===== src/rtl/core/delimited_frame_receiver_unit_macros.svh =====
// Assertion macros for the delimited frame receiver.
// Simulation builds get concurrent assertions; synthesis builds get nothing.
`ifndef DELIMITED_FRAME_RECEIVER_UNIT_MACROS_SVH
`define DELIMITED_FRAME_RECEIVER_UNIT_MACROS_SVH

`ifndef SYNTHESIS

// Same-cycle implication
`define DFR_ASSERT_IMPLY(label, clk, rst, ante, cons) \
   label: assert property (@(posedge clk) disable iff (rst) (ante) |-> (cons)) \
      else $error("frame receiver check failed");

// Next-cycle implication
`define DFR_ASSERT_NEXT(label, clk, rst, ante, cons) \
   label: assert property (@(posedge clk) disable iff (rst) (ante) |=> (cons)) \
      else $error("frame receiver check failed");

`else

`define DFR_ASSERT_IMPLY(label, clk, rst, ante, cons)

`define DFR_ASSERT_NEXT(label, clk, rst, ante, cons)

`endif

`endif


===== src/rtl/core/dfr_pkg.sv =====
`timescale 1ns / 1ps

package dfr_pkg;

   localparam int BYTE_W       = 8;
   localparam int OPCODE_W     = 2;
   localparam int READ_INDEX_W = 4;
   localparam int STATUS_W     = 3;
   localparam int COUNT_W      = 8;
   localparam int CSR_INDEX_W  = 1;

   typedef logic [BYTE_W-1:0]       byte_type;
   typedef logic [OPCODE_W-1:0]     opcode_type;
   typedef logic [READ_INDEX_W-1:0] read_index_type;
   typedef logic [STATUS_W-1:0]     status_type;
   typedef logic [COUNT_W-1:0]      count_type;
   typedef logic [CSR_INDEX_W-1:0]  csr_index_type;

   // Request opcodes
   localparam opcode_type OP_BYTE    = 2'd0;
   localparam opcode_type OP_RELEASE = 2'd1;
   localparam opcode_type OP_READ    = 2'd2;

   // Response status codes
   localparam status_type ST_IGNORED   = 3'd0;
   localparam status_type ST_STORED    = 3'd1;
   localparam status_type ST_COMPLETE  = 3'd2;
   localparam status_type ST_DROPPED   = 3'd3;
   localparam status_type ST_OVERFLOW  = 3'd4;
   localparam status_type ST_RELEASED  = 3'd5;
   localparam status_type ST_READ_DONE = 3'd6;

   // Configuration register indexes
   localparam csr_index_type CSR_START_BYTE = 1'd0;
   localparam csr_index_type CSR_END_BYTE   = 1'd1;

   localparam byte_type START_BYTE_RESET = 8'h02;
   localparam byte_type END_BYTE_RESET   = 8'h03;

   localparam count_type COUNT_MAX = 8'hFF;

endpackage


===== src/rtl/core/delimited_frame_receiver_unit.sv =====
// Start/end byte framed receiver. Each request word is a received byte, a release of the
// pending frame, or a read of one buffer slot; every request returns exactly one response
// word carrying a status code, the read byte (zero unless a read hit a slot inside the
// buffer) and the receiver state after the request. Bytes are hunted for start_byte, then
// stored up to and including end_byte, which marks the frame pending; bytes that arrive
// while a frame is pending are dropped and counted, and a frame that fills BUFFER_DEPTH
// slots without end_byte is discarded, counted, and hunting resumes. Both counters
// saturate at 255. Throughput is one request per clock: a request is decided in the cycle
// it is accepted and its response is registered at that edge (the buffer's registered read
// port supplies read data), and a new request is taken whenever the response register is
// empty or being drained. Reading a slot that was never written since reset returns an
// undefined byte. Configuration writes are meant for idle periods.
`timescale 1ns / 1ps
`include "delimited_frame_receiver_unit_macros.svh"

module delimited_frame_receiver_unit #(
   parameter int BUFFER_DEPTH = 16
) (
   input  logic                                       clock,
   input  logic                                       reset,
   // Configuration
   input  logic                                       csr_write_enable,
   input  dfr_pkg::csr_index_type                     csr_index,
   input  dfr_pkg::byte_type                          csr_write_data,
   // Request channel
   input  logic                                       req_valid,
   output logic                                       req_stall,
   input  dfr_pkg::opcode_type                        req_opcode,
   input  dfr_pkg::byte_type                          req_byte_value,
   input  dfr_pkg::read_index_type                    req_read_index,
   // Response channel
   output logic                                       rsp_valid,
   input  logic                                       rsp_stall,
   output dfr_pkg::status_type                        rsp_status,
   output dfr_pkg::byte_type                          rsp_read_data,
   output logic                                       rsp_frame_pending,
   output logic [$clog2(BUFFER_DEPTH+1)-1:0]          rsp_frame_length,
   output dfr_pkg::count_type                         rsp_pending_error_count,
   output dfr_pkg::count_type                         rsp_overlong_error_count
);
   import dfr_pkg::*;

   localparam int ADDR_W = $clog2(BUFFER_DEPTH);
   localparam int POS_W  = $clog2(BUFFER_DEPTH + 2);
   localparam int LEN_W  = $clog2(BUFFER_DEPTH + 1);
   localparam int EXT_W  = (ADDR_W > READ_INDEX_W) ? ADDR_W : READ_INDEX_W;

   // Configuration registers
   byte_type start_byte_ff;
   byte_type end_byte_ff;

   // Receiver state
   logic [POS_W-1:0] wpos_ff, wpos_in;
   logic             pend_ff, pend_in;
   count_type        pdrop_ff, pdrop_in;
   count_type        odrop_ff, odrop_in;

   // Response register
   logic       rsp_valid_ff;
   status_type status_ff, status_in;
   logic       rd_hit_ff, rd_hit_in;

   // Buffer access
   logic              store_we;
   logic [POS_W-1:0]  slot;
   logic [EXT_W-1:0]  rd_addr_ext;
   logic              rd_in_range;
   byte_type          store_rdata;
   logic              accept;

   assign req_stall = rsp_valid_ff && rsp_stall;
   assign accept    = req_valid && !req_stall;

   assign slot        = wpos_ff - POS_W'(1);
   assign rd_addr_ext = EXT_W'(req_read_index);
   assign rd_in_range = (32'(req_read_index) < BUFFER_DEPTH);

   // Next state and status for the incoming word
   always_comb begin
      wpos_in   = wpos_ff;
      pend_in   = pend_ff;
      pdrop_in  = pdrop_ff;
      odrop_in  = odrop_ff;
      status_in = ST_IGNORED;
      rd_hit_in = 1'b0;
      store_we  = 1'b0;
      case (req_opcode)
         OP_BYTE: begin
            if (pend_ff) begin
               if (pdrop_ff != COUNT_MAX) begin
                  pdrop_in = pdrop_ff + COUNT_W'(1);
               end
               status_in = ST_DROPPED;
            end else if (wpos_ff == '0) begin
               if (req_byte_value == start_byte_ff) begin
                  wpos_in   = POS_W'(1);
                  status_in = ST_STORED;
               end
            end else begin
               // not pending, so the slot is always inside the buffer
               store_we = 1'b1;
               if (req_byte_value == end_byte_ff) begin
                  pend_in   = 1'b1;
                  wpos_in   = wpos_ff + POS_W'(1);
                  status_in = ST_COMPLETE;
               end else if (wpos_ff >= POS_W'(BUFFER_DEPTH)) begin
                  wpos_in = '0;
                  if (odrop_ff != COUNT_MAX) begin
                     odrop_in = odrop_ff + COUNT_W'(1);
                  end
                  status_in = ST_OVERFLOW;
               end else begin
                  wpos_in   = wpos_ff + POS_W'(1);
                  status_in = ST_STORED;
               end
            end
         end
         OP_RELEASE: begin
            pend_in   = 1'b0;
            wpos_in   = '0;
            status_in = ST_RELEASED;
         end
         OP_READ: begin
            rd_hit_in = rd_in_range;
            status_in = ST_READ_DONE;
         end
         default: begin
            status_in = ST_IGNORED;
         end
      endcase
   end

   dfr_frame_store #(
      .BUFFER_DEPTH (BUFFER_DEPTH),
      .ADDR_W       (ADDR_W)
   ) u_store (
      .clock         (clock),
      .write_enable  (accept && store_we),
      .write_address (slot[ADDR_W-1:0]),
      .write_data    (req_byte_value),
      .read_enable   (accept && rd_hit_in),
      .read_address  (rd_addr_ext[ADDR_W-1:0]),
      .read_data     (store_rdata)
   );

   // Configuration writes
   always_ff @(posedge clock) begin
      if (reset) begin
         start_byte_ff <= START_BYTE_RESET;
         end_byte_ff   <= END_BYTE_RESET;
      end else if (csr_write_enable) begin
         case (csr_index)
            CSR_START_BYTE: start_byte_ff <= csr_write_data;
            CSR_END_BYTE:   end_byte_ff   <= csr_write_data;
            default: begin
            end
         endcase
      end
   end

   // Receiver state update
   always_ff @(posedge clock) begin
      if (reset) begin
         wpos_ff  <= '0;
         pend_ff  <= 1'b0;
         pdrop_ff <= '0;
         odrop_ff <= '0;
      end else if (accept) begin
         wpos_ff  <= wpos_in;
         pend_ff  <= pend_in;
         pdrop_ff <= pdrop_in;
         odrop_ff <= odrop_in;
      end
   end

   // Response valid
   always_ff @(posedge clock) begin
      if (reset) begin
         rsp_valid_ff <= 1'b0;
      end else if (accept) begin
         rsp_valid_ff <= 1'b1;
      end else if (!rsp_stall) begin
         rsp_valid_ff <= 1'b0;
      end
   end

   // Response payload
   always_ff @(posedge clock) begin
      if (accept) begin
         status_ff <= status_in;
         rd_hit_ff <= rd_hit_in;
      end
   end

   // State registers only move on accept, so they hold with the response word
   assign rsp_valid                = rsp_valid_ff;
   assign rsp_status               = status_ff;
   assign rsp_read_data            = rd_hit_ff ? store_rdata : '0;
   assign rsp_frame_pending        = pend_ff;
   assign rsp_frame_length         = (wpos_ff == '0) ? '0 : LEN_W'(slot);
   assign rsp_pending_error_count  = pdrop_ff;
   assign rsp_overlong_error_count = odrop_ff;

   // Checks
   `DFR_ASSERT_IMPLY(a_pending_has_frame, clock, reset, pend_ff, wpos_ff >= POS_W'(2))
   `DFR_ASSERT_IMPLY(a_open_frame_in_buffer, clock, reset,
      !pend_ff, wpos_ff <= POS_W'(BUFFER_DEPTH))
   `DFR_ASSERT_NEXT(a_release_clears, clock, reset,
      accept && (req_opcode == OP_RELEASE), (wpos_ff == '0) && !pend_ff)
   `DFR_ASSERT_IMPLY(a_complete_sets_pending, clock, reset,
      rsp_valid_ff && (status_ff == ST_COMPLETE), pend_ff)

endmodule


===== src/rtl/core/dfr_frame_store.sv =====
`timescale 1ns / 1ps

module dfr_frame_store #(
   parameter int BUFFER_DEPTH = 16,
   parameter int ADDR_W       = 4
) (
   input  logic                clock,
   input  logic                write_enable,
   input  logic [ADDR_W-1:0]   write_address,
   input  dfr_pkg::byte_type   write_data,
   input  logic                read_enable,
   input  logic [ADDR_W-1:0]   read_address,
   output dfr_pkg::byte_type   read_data
);
   import dfr_pkg::*;

   byte_type mem [BUFFER_DEPTH];
   byte_type read_data_ff;

   // Single write port
   always_ff @(posedge clock) begin
      if (write_enable) begin
         mem[write_address] <= write_data;
      end
   end

   // Registered read port
   always_ff @(posedge clock) begin
      if (read_enable) begin
         read_data_ff <= mem[read_address];
      end
   end

   assign read_data = read_data_ff;

endmodule


===== config.mk =====
export PLATFORM = sky130hd
export DESIGN_NAME = delimited_frame_receiver_unit
export DESIGN_NICKNAME = d
export VERILOG_FILES = /design/src/rtl/core/dfr_pkg.sv /design/src/rtl/core/delimited_frame_receiver_unit.sv /design/src/rtl/core/dfr_frame_store.sv
export VERILOG_INCLUDE_DIRS = /design/src /design/src/rtl/core
export SDC_FILE = /design/constraint.sdc
export NUM_CORES = 1
export LEC_CHECK = 0
export BUFFER_PORTS_ARGS = -buffer_cell sky130_fd_sc_hd__clkbuf_2
export CORE_MARGIN = 5
export CORE_UTILIZATION = 62
export DETAILED_ROUTE_END_ITERATION = 6
export GPL_ROUTABILITY_DRIVEN = 1
export PLACE_DENSITY = 0.86
export SLEW_MARGIN = 0
export SYNTH_ARGS = -nofsm -noshare
export SYNTH_HDL_FRONTEND = slang
export SYNTH_SLANG_ARGS = --single-unit

===== constraint.sdc =====
create_clock -name clock -period 3.41 [get_ports clock]
set_input_delay 0.5115 -clock clock [delete_from_list [all_inputs] [get_ports clock]]
set_output_delay 0.5115 -clock clock [all_outputs]
set_load 0.01 [all_outputs]

-- Yosys cells after proc, flatten, opt, wreduce, memory -nomap -nowiden
Memories as Yosys holds them, arrays and structs flattened. A register that Yosys moved wholly into a read port is not among the register bits.
Index checks and enable logic that the tools add are counted.
- memories: 1
- output and inout port bits: 35
- memory bits (writable): 128
- bits of input ports: 28
- register bits: 43
- memory list (name ; depth ; width ; rd ports ; clocked after Yosys merged registers in ; write ports ; RTL line ; source):
    u_store.mem ; 16 ; 8 ; 1 ; 1 ; 1 ; dfr_frame_store.sv:17 ; byte_type mem [BUFFER_DEPTH];
- eq/ne operators: 9
- bitwise operators: 4
- magnitude comparators: 1
- reductions and logical operators: 14
- mux-type cells: 26
- add/subtract/negate cells: 4
- operators with widths (kind ; number):
    5-bit two-way mux ; 6
    8-bit by 1-bit adder with 8-bit output (second input constant) ; 2
    8-bit equality test ; 2
    8-bit != test (second input constant) ; 2
    1-bit two-way mux ; 12
    3-bit two-way mux ; 4
    5-bit case mux with 2 select lines ; 1
    3-bit case mux with 3 select lines ; 1
    8-bit two-way mux ; 1
    4-bit AND reduction ; 2
    7-bit AND reduction ; 1
    2-bit AND reduction ; 3
    5-bit by 1-bit adder with 5-bit output (second input constant) ; 1
    5-bit >= comparator (second input constant) ; 1
    5-bit logical NOT ; 1
    5-bit by 1-bit subtractor with 5-bit output (second input constant) ; 1
    1-bit logical AND ; 4
    1-bit NOT ; 4
    3-bit != test (second input constant) ; 1
    2-bit by 1-bit equality test with 1-bit output (second input constant) ; 1
    2-bit equality test (second input constant) ; 1
    2-bit logical NOT ; 1
    2-bit by 1-bit != test with 1-bit output (second input constant) ; 1
    2-bit != test (second input constant) ; 1
    3 further kinds ; 3

-- Logic depth before layout (Yosys ltp)
Gate-level depths: netlist (run 1).
- word-level depth: 7
- depth in mapped cells: 7
- mapped depth without buffers: 7

-- Cells and area by module
A second synthesis (run 1) with hierarchy kept.
- cell total of the unflattened synthesis: 507
- area, all modules: 7579.8 um^2
- modules (own cells, without submodules) (module ; sequential area each (um^2) ; area each (um^2) ; times used ; cells each):
    dfr_frame_store ; 4083.9 ; 5227.5 ; 1 ; 229
    delimited_frame_receiver_unit ; 900.9 ; 2352.3 ; 1 ; 278

-- Worst setup path before layout (run 1)
OpenSTA, ideal clock, no wires.
- path kind: in2reg
- start: in req_opcode[1]
- end: mem u_store.mem[11][0] (netlist bit), enable pin
- stages on the path: 6
- setup slack: 1.229 ns
- setup time: 0.370 ns
- arrival: 1.811 ns
- path through: inv_1 > ha_1 > nor2b_1 > and3_1 > nand2_1 > nor2_1
- longest elaborated chain between the ends: 5
- ends and longest elaborated chain (what ; RTL line ; source):
    start: declaration ; delimited_frame_receiver_unit.sv:28 ; input dfr_pkg::opcode_type req_opcode,
    2-bit logical NOT ; delimited_frame_receiver_unit.sv:87 ; case (req_opcode)
    1-bit two-way mux ; delimited_frame_receiver_unit.sv:87 ;
    1-bit logical AND ; delimited_frame_receiver_unit.sv:138 ; .write_enable (accept && store_we),
    1-bit two-way mux ; dfr_frame_store.sv:22 ; if (write_enable) begin
    1-bit two-way mux (not written as such) ; dfr_frame_store.sv:23 ; mem[write_address] <= write_data;
    end: declaration ; dfr_frame_store.sv:17 ;
No other way between the ends.

-- Final worst setup path (run 1)
- start: reg wpos_ff[0]
- end: mem u_store.mem[0][2] (netlist bit), enable pin
- longest elaborated chain between the ends: 7
- elaborated cells on any way between the ends: 8
- classes of those cells: 1 x add/sub; 5 x mux; 2 x reduce/logical
- ends and longest elaborated chain (what ; RTL line ; source):
    start: declaration ; delimited_frame_receiver_unit.sv:53 ; logic [POS_W-1:0] wpos_ff, wpos_in;
    start signal: assignment ; delimited_frame_receiver_unit.sv:169 ; wpos_ff <= wpos_in;
    5-bit logical NOT ; delimited_frame_receiver_unit.sv:94 ; end else if (wpos_ff == '0) begin
    1-bit two-way mux ; delimited_frame_receiver_unit.sv:94 ;
    1-bit two-way mux ; delimited_frame_receiver_unit.sv:89 ; if (pend_ff) begin
    1-bit two-way mux ; delimited_frame_receiver_unit.sv:87 ;
    1-bit logical AND ; delimited_frame_receiver_unit.sv:138 ;
    1-bit two-way mux ; dfr_frame_store.sv:22 ;
    1-bit two-way mux (not written as such) ; dfr_frame_store.sv:23 ;
Several ways; a longest one is shown, not always the timed one.

==> results of run 1 <==
metal layers:
layer | routed length (µm) | vias to the layer above | global-route usage [%]
met2 | 8610 | 218 | 40.5
li1 | - | 2034 | -
met3 | 1090 | 26 | 5.99
met4 | 376 | 0 | 9.07
met1 | 6610 | 2256 | 31.0
met5 | 0 | - | 0
metrics by stage:
step                      std cells  util (%)
after floorplan                 492         -
after global placement          684      66.7
after detailed placement        684      66.7
after CTS                       714      71.8
after global routing            714      71.8
final                           714      71.8
sequential cells by signal, indices dropped and copies added (netlist names):
signal,cells
u_store.read_data,8
rsp_frame_pending,1
wpos_ff,5
rd_hit_ff,1
start_byte_ff,8
rsp_overlong_error_count,8
end_byte_ff,8
u_store.mem,128
rsp_status,3
rsp_valid,1
rsp_pending_error_count,8
where the power goes:
| group | total [mW] | internal [mW] | switching, mW | leakage (nW) |
|---|---|---|---|---|
| Combinational | 0.240 | 0.0985 | 0.142 | 1.22 |
| Sequential | 2.38 | 2.37 | 0.0112 | 1.58 |
| Clock | 2.06 | 1.28 | 0.778 | 0.289 |
layout by cell type, fill, tap and decap left out, drive strengths merged, types with 2 or more instances in the layout:
cell      count
edfxtp      140
clkbuf       81
nand2        48
mux4         40
dfxtp        39
nor2         33
xnor2        22
a21oi        22
and2         12
ha           12
nand3        11
o21ai        10
inv           9
nand4         8
nor3          8
nor2b         6
o31ai         6
or4           6
and3          5
nand2b        5
bufinv        5
clkinvlp      4
a21o          3
nand3b        3
or3           3
buf           3
mux2i         2
o211a         2
xor2          2
clkinv        2
cells by family (layout without fill, tap and decap cells):
family | after synthesis | in the layout | synth area share [%]
muxes | 42 | 42 | 13.3
xor gates and xnor gates | 24 | 24 | 2.76
AOI/OAI and AO/OA | 56 | 56 | 4.86
buffers and inverters | 29 | 104 | 2.07
and+or+nand+nor | 150 | 150 | 9.61
DFF | 179 | 179 | 65.5
adders and majority gates | 12 | 12 | 1.97
worst max-delay path by stage:
stage	from	to	slack, ps	cells past startpoint
after detailed placement	req_opcode[0]	u_store.mem[11][6]	620	7
final	wpos_ff[0]	u_store.mem[0][2]	730	6
after CTS	wpos_ff[0]	u_store.mem[0][2]	790	6
after global routing	wpos_ff[0]	u_store.mem[0][2]	560	6
after floorplan	req_opcode[1]	u_store.mem[11][0]	1230	6
after global placement	req_opcode[1]	u_store.mem[12][1]	790	7
critical path, delay by kind of cell (launching register included):
family                     cells  cell delay (ps)
DFF                            1              540
and+or+nand+nor                4             1330
adders and majority gates      1              280
buffers and inverters          1              150
cell type report:
type | instances | area, µm² | area share [%]
flip-flops and latches | 179 | 4980 | 57.8
multi-input cells | 284 | 2470 | 28.7
clock buffers | 19 | 433 | 5.02
repair buffers | 65 | 333 | 3.86
clock inverters | 11 | 186 | 2.16
well taps | 147 | 184 | 2.13
inverters | 9 | 33.8 | 0.392
==> flow_summary.toml, run 1 <==
[sta]
transition_time_at_the_pin_with_the_least_slew_margin_ps = 821
final_hold_slack_ps = 318
final_hold_viol_count = 0
clock.fmax_mhz = 373
tns_ps = 0
setup_slack_ps = 728
grt_setup_unrepaired = "no"
timing.final.crit_share_pct = 78.6
timing.clock.skew_ps = 10.0
finalSetupViolCount = 0
slew_viol_final = 0
slew_headroom_pct = 45.1
final.min_clock_period_ps = 2680

[critical_path]
worst_path_max_delay_cell = "sky130_fd_sc_hd__nor2_1"
worst_r2r_endpoint = "u_store.mem[0][2]"
max_stage_delay_ps = 690
end_kind = "flip-flop"
start_kind = "flip-flop"
worst-r2r-setup-slack_ps = 730
r2r_cells = 6
reg2reg_from = "wpos_ff[0]"
worstPathArrival_ps = 2730
critical_path_required_ps = 3460
path_cells = "inv_1 > ha_1 > nand3_1 > and3_1 > nand2_1 > nor2_1"
path_class = "reg2reg"
crit_path_max_fanout = 9

[logic_synthesis]
ys_async_sr_fraction_pct = 0
synthDistinctLibCells = 51
synth_area_um2 = 7620
synth_seq_cells = 179
synth.top_cells.by_count = "140 x sky130_fd_sc_hd__edfxtp_1, 48 x sky130_fd_sc_hd__nand2_1, 39 x sky130_fd_sc_hd__dfxtp_1, 32 x sky130_fd_sc_hd__nor2_1, 24 x sky130_fd_sc_hd__mux4_1"
ys_seq_area_share_pct = 65.5
syn-num-nets = 532
netlist_instances = 492
yosys-top-cells-area = "sky130_fd_sc_hd__edfxtp_1 55%, sky130_fd_sc_hd__dfxtp_1 10%, sky130_fd_sc_hd__mux4_1 8.3%, sky130_fd_sc_hd__mux4_2 4.7%, sky130_fd_sc_hd__xnor2_1 2.5%"
synth.yosys.warnings = 0
synth_edf_count = 140
synth.top_cell.area_share_pct = 55.2
synthMostInstantiatedCell = "sky130_fd_sc_hd__edfxtp_1"
synth_largest_area_cell = "sky130_fd_sc_hd__edfxtp_1"
synthFlopType = "sky130_fd_sc_hd__edfxtp_1"
syn-mean-instance-area_um2 = 15.5

[route]
drt-vias-per-instance = 6.35
drt-wirelength-per-cell_um = 23.4
drc = 0
ant_nets = 0
dr_total_vias = 4534
drt_pass1_iterations = 5
drt-initial-drc-count = 504
routed_wl_um = 16700

[run_status]
status = "complete, no violations"

[layout]
n_antenna_cell = 0
fill_cells = 761
post_route_cells_drive_above_1_share_pct = 20.1
finalNetCount = 596
area_of_all_placed_cells_without_fillers_um2 = 8630
area_growth_syn_to_layout_pct = 13.3

[clocking]
cts_num_sinks = 179
cts_htree_levels = 4
cts_hold_buffers = 0
tritoncts = "done"
postCtsSetupBuffers = 0
cts.path.max_buffers = 2
path_clk_slew_ps = 70
cts-resized-gates = 0
cts_inserted_buffers = 17
clkLatencyLatePin_ps = 430
clockRootBuffer = "sky130_fd_sc_hd__clkbuf_16"

[worst_hold_path]
holdPathStages = 3
hp-start = "req_valid"
hold_path_class = "in2reg"
hold_path_end = "rsp_valid"

[run]
maxCapViolations = 0

[power]
worst_ir_drop_vdd_mv = 0.301
power.density_nw_per_um2 = 543
fin_total_pwr_mw = 4.68
power_leakage_nw = 3.09

[floorplan]
io_pins = 63
floorplan.die.height_um = 121
core_region_area_um2 = 12000
die-area_um2 = 14600
placement_rows = 40
initial_cell_density_of_the_core_pct = 63.4
die_width_um = 121

[grt]
grt.overflow.total = 0
grt_usage_pct = 24.3
first_global_vias = 4508
number_of_antenna_violations_at_the_first_check_in_global_routing = 0
grt_first_pass_wirelength_um = 25700
grt_max_degree = 43

[placement]
pre_cts_ws_ps = 617
post_detailed_placement_half_perimeter_wirelength_um = 11200
cell_area_reported_after_detailed_placement_um2 = 8010
port_buffers = 62
place.gp.congestion = 0.849
(Power assumes the default switching activity.)
==> inputs of run 2 (changes only) <==
ABC_AREA = 1   (was default)
CORE_UTILIZATION = 54   (was 62)
PLACE_DENSITY = 0.8   (was 0.86)
clock period = 2.3 ns   (was 3.41 ns; I/O delays follow)
==> flow_summary.toml, run 2 <==
[run_status]
status = "complete, no violations"

[layout]
most_frequent_standard_cell_in_the_layout_excluding_fill_and_tap_cells = "sky130_fd_sc_hd__edfxtp_1"
multi_input_comb_area_um2 = 2450
final-instance-count-excl-fill = 1030
finalNetCount = 873
largest_register_ffs = 128
post_route_cells_drive_above_1_share_pct = 17.3
area_growth_syn_to_layout_pct = 17.2
largest-register = "u_store.mem"
final_cell_mix = "140 x sky130_fd_sc_hd__edfxtp_1, 111 x sky130_fd_sc_hd__nand2_1, 91 x sky130_fd_sc_hd__inv_1"
n_antenna_cell = 0
fill_cells = 1073
regArea_um2 = 4980

[grt]
number_of_antenna_violations_at_the_first_check_in_global_routing = 0
first_global_vias = 5399
grt_usage_pct = 21.9
grt.overflow.total = 0
grt_max_degree = 34
grt_first_pass_wirelength_um = 29400

[logic_synthesis]
syn-mean-instance-area_um2 = 10.7
synthFlopType = "sky130_fd_sc_hd__edfxtp_1"
ys_async_sr_fraction_pct = 0
netlist_instances = 741
yosys-top-cells-area = "sky130_fd_sc_hd__edfxtp_1 53%, sky130_fd_sc_hd__dfxtp_1 9.8%, sky130_fd_sc_hd__nand2_1 5.2%, sky130_fd_sc_hd__inv_1 4.3%, sky130_fd_sc_hd__mux2i_1 4.0%"
synth.top_cells.by_count = "140 x sky130_fd_sc_hd__edfxtp_1, 111 x sky130_fd_sc_hd__nand2_1, 91 x sky130_fd_sc_hd__inv_1, 60 x sky130_fd_sc_hd__a21oi_1, 58 x sky130_fd_sc_hd__o21ai_0"
synth_largest_area_cell = "sky130_fd_sc_hd__edfxtp_1"
synth_seq_cells = 179
synthMostInstantiatedCell = "sky130_fd_sc_hd__edfxtp_1"
synthDistinctLibCells = 39
ys_seq_area_share_pct = 62.7
synth_edf_count = 140
synth_area_um2 = 7950
synth.yosys.warnings = 0
synth.top_cell.area_share_pct = 52.9
syn-num-nets = 781

[clocking]
cts_inserted_buffers = 17
cts_num_sinks = 179
cts.path.max_buffers = 2
clockRootBuffer = "sky130_fd_sc_hd__clkbuf_16"
path_clk_slew_ps = 60
cts_htree_levels = 4
clkLatencyLatePin_ps = 430
cts_hold_buffers = 0
tritoncts = "done"
cts-resized-gates = 0
postCtsSetupBuffers = 0

[run]
maxCapViolations = 0

[critical_path]
worst_r2r_endpoint = "u_store.mem[6][6]"
reg2reg_from = "wpos_ff[0]"
crit_path_max_fanout = 6
r2r_cells = 10
path_class = "reg2out"
end_kind = "output pin"
start_kind = "flip-flop"
critical_path_required_ps = 1960
worst-r2r-setup-slack_ps = 340
worstPathArrival_ps = 1760

[sta]
timing.final.crit_share_pct = 91.6
slew_headroom_pct = 50.5
setup_slack_ps = 192
final_hold_viol_count = 0
timing.clock.skew_ps = 7.19
grt_setup_unrepaired = "no"
final_hold_slack_ps = 138
tns_ps = 0
transition_time_at_the_pin_with_the_least_slew_margin_ps = 741
clock.fmax_mhz = 474
final.min_clock_period_ps = 2110
finalSetupViolCount = 0
slew_viol_final = 0

[route]
drt-wirelength-per-cell_um = 18.0
drt-vias-per-instance = 5.52
drc = 0
dr_total_vias = 5688
drt-initial-drc-count = 616
drt_pass1_iterations = 6
routed_wl_um = 18500
ant_nets = 0

[placement]
post_detailed_placement_half_perimeter_wirelength_um = 12800
pre_cts_ws_ps = 162
port_buffers = 62
place.gp.congestion = 0.868
post-place-cells = 998

[floorplan]
initial_cell_density_of_the_core_pct = 54.9
die_width_um = 131
floorplan.die.height_um = 131
placement_rows = 44
die-area_um2 = 17300
io_pins = 63
core_region_area_um2 = 14500

[power]
worst_ir_drop_vdd_mv = 0.445
power_leakage_nw = 3.84
power.density_nw_per_um2 = 765

[worst_hold_path]
holdPathStages = 3
hp-start = "csr_write_data[0]"
hold_path_end = "end_byte_ff[0]"
hold_path_class = "in2reg"
[run 2: changes by cell type in the layout (fill, tap and decap cells not counted), sizes merged, moves of 23 or more]
cell,delta
o211ai,+33
nand2,+66
nor2,+23
mux4,-40
buf,+39
o21ai,+50
inv,+87
mux2i,+30
a21oi,+39
[run 2: where the power goes]
| group | total [mW] | switching (mW) | internal (mW) | leakage, nW |
|---|---|---|---|---|
| sequential | 3.54 | 0.0186 | 3.52 | 1.58 |
| clock | 3.02 | 1.13 | 1.90 | 0.306 |
| combinational | 0.566 | 0.374 | 0.192 | 1.95 |
[run 2: layout make-up]
class | instances | area share (%)
multi-input combinational | 435 | 26.3
inverter | 97 | 3.93
clock inverter | 10 | 1.67
timing repair buffer | 103 | 7.06
tap | 184 | 2.47
sequential | 179 | 53.5
clock buffer | 22 | 5.09
[run 2: how the worst max path moves through the flow]
| stage | slack, ps | from | endpoint | cells past startpoint |
|---|---|---|---|---|
| floorplan | 290 | req_opcode[1] | u_store.mem[11][0] | 8 |
| global placement | 220 | req_opcode[1] | u_store.mem[1][0] | 10 |
| detailed placement | 160 | req_opcode[1] | u_store.mem[9][2] | 10 |
| CTS | 180 | wpos_ff[0] | rsp_frame_length[2] | 7 |
| global route | 60 | wpos_ff[0] | rsp_frame_length[2] | 7 |
| finish | 190 | wpos_ff[0] | rsp_frame_length[2] | 7 |
[run 2: logic make-up (layout without fill, tap and decap cells)]
logic type | after synthesis | count (layout) | share of synthesized area, %
AND/OR/NAND/NOR | 215 | 215 | 11.8
XOR/XNOR | 16 | 16 | 1.76
multiplexers | 32 | 32 | 4.03
flip-flops | 179 | 179 | 62.7
AO/OA/AOI/OAI | 160 | 160 | 11.3
adder cells (fa/ha/maj) | 12 | 12 | 1.89
buffers and inverters | 127 | 232 | 6.51
[run 2: critical path, stage by stage, from the launching register on]
cell and delay [ps]:
sky130_fd_sc_hd__dfxtp_1 320, sky130_fd_sc_hd__inv_1 100, sky130_fd_sc_hd__ha_1 280, sky130_fd_sc_hd__xnor2_1 260, sky130_fd_sc_hd__inv_1 120, sky130_fd_sc_hd__nand2_1 80, sky130_fd_sc_hd__inv_1 50, sky130_fd_sc_hd__clkbuf_2 120
[run 2: through the flow]
| step | area [µm²] | util (%) | power [mW] |
|---|---|---|---|
| 2_1_floorplan | 7950 | - | 3.94 |
| 3_3_place_gp | 8690 | 60.0 | 4.16 |
| 3_5_place_dp | 8690 | 60.0 | 4.17 |
| 4_1_cts | 9320 | 64.4 | 7.17 |
| 5_1_grt | 9320 | 64.4 | 7.37 |
| 6_report | 9320 | 64.4 | 7.13 |
[run 2: layer usage]
metal	up-vias	routed length [µm]	global-route usage (%)
met5	-	0	0
met4	0	390	6.63
met3	32	1450	5.43
met2	263	8980	35.5
met1	2650	7680	29.4
li1	2743	-	-
==> inputs of run 3 (changes only) <==
CORE_UTILIZATION = 40   (was 54)
PLACE_DENSITY = 0.63   (was 0.8)
==> flow_summary.toml, run 3 (synthesis results as in run 2) <==
[clocking]
cts_hold_buffers = 0
clockRootBuffer = "sky130_fd_sc_hd__clkbuf_16"
cts_num_sinks = 179
clkLatencyLatePin_ps = 430
cts.path.max_buffers = 2
tritoncts = "done"
cts_htree_levels = 4
cts_inserted_buffers = 17
cts-resized-gates = 0
postCtsSetupBuffers = 0
path_clk_slew_ps = 60

[critical_path]
worstPathArrival_ps = 1790
path_common_cell = "sky130_fd_sc_hd__inv_1"
path_cells = "inv_1 > ha_1 > xnor2_1 > inv_1 > nand2_1 > inv_1 > clkbuf_2"
worst_path_max_delay_cell = "sky130_fd_sc_hd__dfxtp_1"
path_class = "reg2out"
crit_path_max_fanout = 6
critical_path_required_ps = 1960
critical-path-top-delay-family = "buffers and inverters"
max_stage_delay_ps = 330
start_kind = "flip-flop"
end_kind = "output pin"
timing.critical_path.buf_inv = 4

[grt]
grt_usage_pct = 17.1
grt_max_degree = 33
first_global_vias = 5275
grt_first_pass_wirelength_um = 29000
number_of_antenna_violations_at_the_first_check_in_global_routing = 0
grt.overflow.total = 0

[sta]
timing.final.crit_share_pct = 92.7
final_hold_slack_ps = 139
timing.clock.skew_ps = 6.13
transition_time_at_the_pin_with_the_least_slew_margin_ps = 521
clock.fmax_mhz = 469
slew_headroom_pct = 64.9
grt_setup_unrepaired = "no"
final.min_clock_period_ps = 2130
final_hold_viol_count = 0
slew_viol_final = 0
tns_ps = 0
finalSetupViolCount = 0
setup_slack_ps = 168

[floorplan]
floorplan.die.height_um = 151
die_width_um = 151
die-area_um2 = 22800
io_pins = 63
initial_cell_density_of_the_core_pct = 40.7
core_region_area_um2 = 19500
placement_rows = 51

[power]
power_leakage_nw = 3.80
fin_total_pwr_mw = 6.68
power.density_nw_per_um2 = 714
worst_ir_drop_vdd_mv = 0.529

[layout]
finalNetCount = 877
most_frequent_standard_cell_in_the_layout_excluding_fill_and_tap_cells = "sky130_fd_sc_hd__edfxtp_1"
post_route_cells_drive_above_1_share_pct = 17.5
utilization_pct = 47.9
largest_register_ffs = 128
final-instance-count-excl-fill = 1115
n_antenna_cell = 0
final_cell_mix = "140 x sky130_fd_sc_hd__edfxtp_1, 111 x sky130_fd_sc_hd__nand2_1, 91 x sky130_fd_sc_hd__inv_1"
fill_cells = 1809
area_growth_syn_to_layout_pct = 17.6
largest-register = "u_store.mem"
area_of_all_placed_cells_without_fillers_um2 = 9350

[placement]
cell_area_reported_after_detailed_placement_um2 = 8830
post-place-cells = 1083
post_detailed_placement_half_perimeter_wirelength_um = 13000
pre_cts_ws_ps = 162
place.gp.congestion = 0.840
port_buffers = 62

[route]
routed_wl_um = 18500
drt-wirelength-per-cell_um = 16.6
ant_nets = 0
drt-initial-drc-count = 367
dr_total_vias = 5465
drt_pass1_iterations = 5
drt-vias-per-instance = 4.90
drc = 0

[worst_hold_path]
hold_path_class = "in2reg"

[run]
maxCapViolations = 0

[run_status]
status = "complete, no violations"
[run 3: changes by cell type in the layout (fill, tap and decap cells not counted), sizes merged]
cell / change
clkbuf: -3
inv: +1
clkinvlp: +2
bufinv: -4
buf: +4
clkinv: +4
[run 3: layout make-up]
class                      count  area (µm²)  share of cell area, %
tap                          265         332                   3.54
timing repair buffer         107         701                   7.49
clock inverter                13        88.8                  0.950
sequential                   179        4980                   53.3
clock buffer                  19         433                   4.63
inverter                      97         367                   3.92
multi-input combinational    435        2450                   26.2
[run 3: worst reg2reg max path: cells and delay by family, from the launching register on]
| kind | cells | cell delay (ps) |
|---|---|---|
| AND/OR/NAND/NOR | 5 | 580 |
| buffers and inverters | 4 | 500 |
| flip-flops | 1 | 330 |
| adder cells (fa/ha/maj) | 1 | 220 |
[run 3: path summary, 6_finish.rpt]
| kind | to | depth (start not counted) | start | slack, ps |
|---|---|---|---|---|
| worst max-delay path | rsp_frame_length[2] | 7 | wpos_ff[0] | 170 |
| worst min-delay path | end_byte_ff[0] | 3 | csr_write_data[0] | 140 |
| worst max register to register | u_store.mem[13][4] | 10 | wpos_ff[0] | 380 |
| worst min register to register | start_byte_ff[0] | 2 | start_byte_ff[0] | 470 |
[run 3: routing by layer]
metal / track usage (%) / vias up / wire length (µm)
met4: 5.98 / 0 / 350
met2: 28.5 / 133 / 9140
met5: 0 / - / 0
li1: - / 2740 / -
met3: 3.11 / 22 / 942
met1: 22.5 / 2570 / 8050
[run 3: report_power, final]
part / total (mW) / switching (mW) / leakage [nW] / internal [mW]
registers: 3.54 / 0.0188 / 1.58 / 3.52
logic: 0.571 / 0.371 / 1.97 / 0.200
clock network: 2.56 / 1.19 / 0.247 / 1.37
total: 6.68 / 1.58 / 3.80 / 5.10
